`config.mk`:
```
export PLATFORM = sky130hd
export DESIGN_NAME = bfcbc_parray
export DESIGN_NICKNAME = d
export VERILOG_FILES = /design/src/rtl/bfcbc_pkg.sv /design/src/rtl/bfcbc_parray.sv
export SDC_FILE = /design/constraint.sdc
export NUM_CORES = 1
export LEC_CHECK = 0
export BUFFER_PORTS_ARGS = -buffer_cell sky130_fd_sc_hd__buf_2
export CELL_PAD_IN_SITES_DETAIL_PLACEMENT = 1
export CELL_PAD_IN_SITES_GLOBAL_PLACEMENT = 2
export CORE_MARGIN = 4
export CORE_UTILIZATION = 44
export DETAILED_ROUTE_END_ITERATION = 8
export GPL_TIMING_DRIVEN = 1
export PLACE_DENSITY = 0.81
export SLEW_MARGIN = 20
export SYNTH_ARGS = -nofsm -noshare
export SYNTH_HDL_FRONTEND = slang
export SYNTH_SLANG_ARGS = --single-unit
```
`constraint.sdc`:
```
create_clock -name clk -period 3.5 [get_ports clk]
set_input_delay 0.525 -clock clk [delete_from_list [all_inputs] [get_ports clk]]
set_output_delay 0.525 -clock clk [all_outputs]
set_load 0.02 [all_outputs]
```
`src/rtl/bfcbc_pkg.sv`:
```
`default_nettype none

package bfcbc_pkg;

    // Item kinds on the command channel
    localparam logic [2:0] KIND_P_WRITE     = 3'd0;
    localparam logic [2:0] KIND_S_WRITE     = 3'd1;
    localparam logic [2:0] KIND_DECRYPT     = 3'd2;
    localparam logic [2:0] KIND_ENCRYPT     = 3'd3;
    localparam logic [2:0] KIND_CHAIN_RESET = 3'd4;

    localparam int unsigned WORD_W     = 32;
    localparam int unsigned SBOX_COUNT = 4;
    localparam int unsigned SBOX_DEPTH = 256;
    localparam int unsigned TABLE_IDX_W = 10;

    typedef enum logic [1:0] {
        ST_IDLE,
        ST_ROUND,
        ST_FINAL
    } state_t;

    typedef enum logic [1:0] {
        MODE_ENC,
        MODE_DEC,
        MODE_PASS
    } mode_t;

    // One S-box word write, steered to a bank by the top two index bits
    typedef struct packed {
        logic                   en;
        logic [TABLE_IDX_W-1:0] addr;
        logic [WORD_W-1:0]      data;
    } sbox_wr_t;

    // Read data of the four banks, box 0 at index 0
    typedef logic [SBOX_COUNT-1:0][WORD_W-1:0] sbox_rd_t;

    // F(x) = ((S0 + S1) ^ S2) + S3, sums modulo 2^32
    function automatic logic [WORD_W-1:0] feistel(sbox_rd_t s);
        logic [WORD_W-1:0] sum01;
        sum01   = s[0] + s[1];
        feistel = (sum01 ^ s[2]) + s[3];
    endfunction

endpackage

`default_nettype wire

```
`src/rtl/bfcbc_parray.sv`:
```
`default_nettype none

module bfcbc_parray #(
    parameter int unsigned DEPTH = 18,
    parameter int unsigned AW    = 5
) (
    input  wire logic                           clk,
    input  wire logic                           wr_en,
    input  wire logic [AW-1:0]                  wr_addr,
    input  wire logic [bfcbc_pkg::WORD_W-1:0]   wr_data,
    input  wire logic [AW-1:0]                  rd_addr,
    output logic      [bfcbc_pkg::WORD_W-1:0]   rd_data
);

    logic [bfcbc_pkg::WORD_W-1:0] p_reg [DEPTH];

    // Subkey words, no reset; the user must see that each entry is written before it is used, unchecked here
    always_ff @(posedge clk)
    begin
        if (wr_en)
        begin
            p_reg[wr_addr] <= wr_data;
        end
    end

    assign rd_data = p_reg[rd_addr];

endmodule

`default_nettype wire

```
[Yosys cells after proc, flatten, opt, wreduce, memory -nomap -nowiden]
Memories as Yosys holds them, arrays and structs flattened.
Cells that the tools add are included.
Word-level totals
  flip-flop bits (word level): 0
  bits in writable memories: 576
  input bits: 44
  logic and storage cells: 3
  memories kept: 1
Cells by class
  mux-type cells: 2
Memories
  p_reg: words 18, bits a word 32, rd ports 1, clocked after memory_dff 0, wr ports 1, line bfcbc_parray.sv:15  | logic [bfcbc_pkg::WORD_W-1:0] p_reg [DEPTH];
Operator list (count)
  1-bit 2-to-1 mux: 2

[Depth between registers and ports, before layout]
Gate-level depths: netlist (run 1).
  depth in word-level cells: 2
  gate-level depth with buffers: 7

[Worst setup path before layout (run 1)]
Ideal clock, no wire load.
  path kind: input port to flip-flop
  from: input wr_addr[2]
  to: memory p_reg[17][0] (netlist name) (enable)
  setup time: 0.468 ns
  arrival: 3.291 ns
  required time: 3.032 ns
  setup slack: -0.259 ns
  stages: 4
  path through: clkbuf_1 -> nor2_1 -> nand3_1 -> nor3b_1
RTL lines
  start: declaration: line bfcbc_parray.sv:9  | input wire logic [AW-1:0] wr_addr,
  end: declaration: line bfcbc_parray.sv:15
Straight into the memory's write port.

[Final worst setup path (run 1)]
  from: input rd_addr[0]
  to: output rd_data[1] (netlist name)
On the way
  cells in the longest elaborated chain, start to end: 1
Ends and longest elaborated chain
  start: declaration: line bfcbc_parray.sv:11  | input wire logic [AW-1:0] rd_addr,
  memory 18 x 32 bit
  end: declaration: line bfcbc_parray.sv:12  | output logic [bfcbc_pkg::WORD_W-1:0] rd_data
Every way passes these cells.

==> flow_metrics.py, run 1 <==
metrics = {
    "run_status": {
        "status": "finished clean",
    },
    "die": {
        "start_util_pct": 44.8,
        "die-height_um": 232,
        "core_area_um2": 49300,
        "die-area_um2": 53800,
        "io_pins": 76,
        "die_width_um": 232,
        "row_count": 81,
    },
    "critical_path": {
        "worstPathMaxFanout": 46,
        "crit_buf_inv": 3,
        "required_ns": 2.97,
        "slowest_delay_ns": 0.43,
        "crit_arrival_ns": 2.42,
        "slowest_stage": "a221oi_1",
        "cp_top_family": "buffers and inverters",
        "path_cells": "clkbuf_8 -> and2_1 -> buf_4 -> a221oi_1 -> o21ai_1 -> o211ai_1 -> buf_2",
        "worstSetupPathType": "primary input to output pin",
        "critPathCaptureType": "output pin",
        "start_kind": "primary input",
    },
    "layout": {
        "nFillCells": 4427,
        "final_common_cell": "edfxtp_1",
        "nNetsFinal": 1177,
        "antenna_cells": 0,
        "fin_cells": 1835,
        "final_util_pct": 51.0,
        "mostFrequentLayoutCells": "edfxtp_1 (576), mux4_2 (96), mux2i_1 (96)",
        "drive_gt1_share_pct": 28.7,
        "largest_reg_flops": 576,
        "synthToLayoutAreaGrowth_pct": 13.9,
    },
    "sta": {
        "tns_ns": 0,
        "slew_viol_final": 0,
        "period_share_pct": 84.1,
        "finalHoldViolations": 0,
        "rsz0062_at_grt": "no",
        "max_freq_ghz": 0.340,
        "period_needed_ns": 2.94,
        "whs_ns": 0.343,
        "worst_pin_slew_ns": 0.751,
        "setup_viol": 0,
        "relSlewSlack_pct": 50.0,
    },
    "power_and_ir_drop": {
        "peakVddDrop_mv": 0.293,
        "p_leak_uw": 0.00811,
        "power_density_nw_per_um2": 553,
        "total_power_uw": 13900,
    },
    "grt": {
        "antenna_found_initial": 3,
        "grt_pass1_wl_mm": 78.4,
        "grt_max_degree": 47,
        "grt_pass1_vias": 11800,
        "grt_overflow": 0,
        "grt.total_usage_pct": 19.8,
    },
    "detailed_routing": {
        "wl_per_cell_um": 28.7,
        "first_iter_violations": 1039,
        "vias_per_cell": 5.85,
        "vias": 10700,
        "drtAntennaViolNets": 0,
        "wirelength_mm": 52.6,
        "drc": 0,
        "firstDrtPassIters": 5,
    },
    "cts": {
        "htreeDepth": 2,
        "path_clk_slew_ns": 0.06,
        "cts_tree": "done",
        "postCtsResizedCells": 0,
        "postCtsHoldBufs": 0,
        "clk_path_buf_depth": 3,
        "cts_sinks": 576,
        "numCtsBuffers": 54,
        "cts-root-buf": "clkbuf_16",
        "cts_setup_buffers": 0,
    },
    "placed_design": {
        "dp_hpwl_mm": 27.6,
        "place_congestion": 0.720,
        "port_buffers": 75,
        "dp.cells": 1741,
    },
    "logic_synthesis": {
        "yosysTopAreaCellShare_pct": 78.4,
        "yosys.area.top_type": "edfxtp_1",
        "seq_area_frac_synth_pct": 78.4,
        "ys_types": 21,
        "synth_warnings": 0,
        "syn_area_per_cell_um2": 21.7,
        "ys_seq_elements": 576,
        "syn_nets": 1063,
        "synthesis.area_um2": 22100,
        "syn_inst": 1019,
        "ys_top_cells_by_area": "edfxtp_1 (78%), mux4_2 (9.8%), mux2i_1 (4.4%), mux2_2 (1.6%), a221oi_1 (1.3%)",
    },
    "flow_run": {
        "maxCapViolations": 0,
    },
    "hold_path": {
        "hold_path_class": "primary input to flop",
    },
}
per-stage QoR:
step | area [um2] | worst slack, ns
floorplan | 22100 | -0.0772
global placement | 23500 | 0.530
detailed placement | 23500 | 0.506
CTS | 25100 | 0.496
global route | 25100 | 0.333
finish | 25100 | 0.555
power by group:
group          switching (uW)  internal (uW)  leakage, uW
clock                    2390           3080     0.000802
sequential               21.2           7670      0.00519
combinational             467            274      0.00212
total                    2880          11000      0.00811
final timing paths:
| check | startpoint | to | slack (ns) | cells past startpoint |
|---|---|---|---|---|
| min | wr_data[28] | p_reg[10][28]$_DFFE_PP_ | 0.34 | 1 |
| max | rd_addr[0] | rd_data[1] | 0.56 | 7 |
cells by family after synthesis:
logic type / after synthesis / share of synthesized area, %
flip-flops: 576 / 78.4
AND/OR/NAND/NOR: 65 / 1.28
buffers and inverters: 58 / 1.50
AO/OA/AOI/OAI: 96 / 3.08
multiplexers: 224 / 15.8
Yosys cell counts:
cell      number
edfxtp_1     576
mux2i_1       96
mux4_2        96
nand2_1       34
a221oi_1      32
mux2_2        32
o211ai_1      32
o21ai_1       32
buf_2         22
clkbuf_1      20
nor2_1        14
buf_4          9
buf_6          7
nor3_1         5
nand2b_1       3
nand3_1        2
nand3b_1       2
nor2b_1        2
and2_1         1
nor3b_1        1
or2_1          1
layout make-up:
cell class,instances,area [um2],area share [%]
Sequential cell,576,17300,68.8
Multi-Input combinational cell,385,4590,18.3
Clock inverter,29,211,0.841
Timing Repair Buffer,116,801,3.18
Tap cell,664,831,3.30
Clock buffer,65,1410,5.62
metal layers:
| layer | GRT usage [%] | wire, um | up-vias | part of all wire (%) |
|---|---|---|---|---|
| met5 | 0 | 22 | - | 0.042 |
| met2 | 33.9 | 27000 | 354 | 51 |
| met4 | 3.55 | 667 | 4 | 1.3 |
| met1 | 27.7 | 21900 | 5839 | 42 |
| met3 | 2.77 | 2960 | 56 | 5.6 |
| li1 | - | - | 4484 | - |
No activity file was read; power rests on OpenSTA's default activity.
==> inputs of run 2 (changes only) <==
==> constraint.sdc (replaced) <==
create_clock -name clk -period 2.7 [get_ports clk]
set_input_delay 0.405 -clock clk [delete_from_list [all_inputs] [get_ports clk]]
set_output_delay 0.405 -clock clk [all_outputs]
set_load 0.02 [all_outputs]
==> run 2 against run 1 <==
  * Sequential cell count is the same
  * Clock power grew 35%
  * Combinational power grew 34%
  * Power grew 32%
  * Sequential power grew 30%
  * Cell count grew 0.76%
  * Via count shrank 0.13%
  * Utilization grew 0.83 points
  * Critical path depth is the same
  * Setup slack lost 0.47 ns
  * Final area grew 1.6%
  * Critical path type unchanged
  * Critical endpoint is now rd_data[25]
==> flow_metrics.py, run 2 (synthesis results as in run 1) <==
metrics = {
    "cts": {
        "cts_sinks": 576,
        "cts_tree": "done",
        "path_clk_slew_ns": 0.06,
        "postCtsHoldBufs": 0,
        "cts_setup_buffers": 0,
        "htreeDepth": 2,
        "numCtsBuffers": 56,
        "postCtsResizedCells": 0,
        "clk_path_buf_depth": 3,
        "cts-root-buf": "clkbuf_16",
    },
    "sta": {
        "setup_viol": 0,
        "finalHoldViolations": 0,
        "setup_slack_ns": 0.0900,
        "rsz0062_at_grt": "no",
        "worst_pin_slew_ns": 0.613,
        "period_share_pct": 96.7,
        "slew_viol_final": 0,
        "max_freq_ghz": 0.383,
        "relSlewSlack_pct": 59.1,
        "period_needed_ns": 2.61,
    },
    "layout": {
        "stdcell_area_um2": 25600,
        "nFillCells": 4366,
        "synthToLayoutAreaGrowth_pct": 15.8,
        "mostFrequentLayoutCells": "edfxtp_1 (576), mux4_2 (96), mux2i_1 (96)",
        "final_common_cell": "edfxtp_1",
        "antenna_cells": 0,
        "nNetsFinal": 1191,
        "drive_gt1_share_pct": 29.7,
        "largest_reg_flops": 576,
        "fin_cells": 1849,
    },
    "critical_path": {
        "crit_buf_inv": 4,
        "start_kind": "primary input",
        "crit_start": "rd_addr[0]",
        "slowest_delay_ns": 0.54,
        "critPathCaptureType": "output pin",
        "worstPathMaxFanout": 26,
        "cp_top_family": "buffers and inverters",
        "worstSetupPathType": "primary input to output pin",
        "required_ns": 2.30,
        "cpMostUsedCell": "buf_12",
        "path_cells": "clkbuf_8 -> buf_12 -> buf_12 -> mux4_2 -> mux2i_1 -> o211ai_1 -> buf_2",
        "crit_arrival_ns": 2.21,
        "slowest_stage": "mux4_2",
    },
    "detailed_routing": {
        "wirelength_mm": 51.7,
        "vias": 10700,
        "drtAntennaViolNets": 0,
        "firstDrtPassIters": 5,
        "first_iter_violations": 899,
        "vias_per_cell": 5.80,
        "wl_per_cell_um": 28.0,
        "drc": 0,
    },
    "grt": {
        "grt.total_usage_pct": 19.5,
        "use_met1_pct": 26.6,
        "grt_overflow": 0,
        "antenna_found_initial": 4,
        "use_met2_pct": 32.8,
        "grt_pass1_vias": 11900,
        "grt_pass1_wl_mm": 77.2,
        "grt_max_degree": 54,
        "met3_usage_pct": 3.57,
        "grt.busiest_layer": "met2",
    },
    "power_and_ir_drop": {
        "peakVddDrop_mv": 0.469,
        "internal-power_uw": 14500,
        "power_switching_uw": 3800,
        "p_leak_uw": 0.00826,
        "clockPowerShare_pct": 40.2,
        "pwr-share-comb_pct": 5.4,
        "power_density_nw_per_um2": 718,
        "p_seq_share_pct": 54.4,
        "switching_share_pct": 20.7,
    },
    "die": {
        "die-height_um": 232,
        "core_area_um2": 49300,
        "die-area_um2": 53800,
        "start_util_pct": 44.8,
        "io_pins": 76,
        "row_count": 81,
        "die_width_um": 232,
    },
    "placed_design": {
        "dp.cells": 1753,
        "place_area_um2": 23800,
        "place_congestion": 0.711,
        "dp_slack_ns": 0.0707,
        "dp_hpwl_mm": 27.8,
        "port_buffers": 75,
    },
    "hold_path": {
        "hold_depth": 1,
        "min_to": "p_reg[8][27]$_DFFE_PP_",
        "hold_path_class": "primary input to flop",
        "min_from": "wr_data[27]",
    },
    "run_status": {
        "status": "finished clean",
    },
    "flow_run": {
        "maxCapViolations": 0,
    },
}
## run 2: stage by stage
step / power (uW) / TNS, ns / utilization [%] / hold slack, ns
floorplan: 10700 / -72.50 / - / 0.504
global placement: 11100 / 0 / 48.4 / 0.791
detailed placement: 11200 / 0 / 48.4 / 0.800
CTS: 18500 / 0 / 51.9 / 0.174
global route: 19000 / 0 / 51.9 / 0.201
finish: 18300 / 0 / 51.9 / 0.196
## run 2: cell type report
type	count	area [um2]	area share [%]
Timing Repair Buffer	128	1130	4.42
Clock buffer	66	1460	5.71
Sequential cell	576	17300	67.7
Tap cell	664	831	3.25
Clock inverter	30	248	0.969
Multi-Input combinational cell	385	4590	18.0
## run 2: power groups by stage
stage	sequential, uW	combinational (uW)	clock [uW]
2_1_floorplan	10200	566	0
3_3_place_gp	10200	972	0
3_5_place_dp	10200	1000	0
4_1_cts	9970	1010	7530
5_1_grt	9970	1070	7930
6_report	9970	996	7370
## run 2: per-layer routing
layer  wire length, um  vias up  share of wire [%]
li1                  -     4523                  -
met1             21500     5778                 42
met2             26000      347                 50
met3              3210       69                6.2
met4               951        6                1.8
met5                42        -              0.081
## run 2: worst max-delay path by stage
stage | depth (start not counted) | slack, ns | end
final | 7 | 0.09 | rd_data[25]
after global placement | 7 | 0.18 | rd_data[25]
after CTS | 7 | 0.06 | rd_data[25]
after detailed placement | 7 | 0.07 | rd_data[25]
after global routing | 7 | 0.05 | rd_data[25]
after floorplan | 3 | -0.76 | p_reg[2][0]$_DFFE_PP_
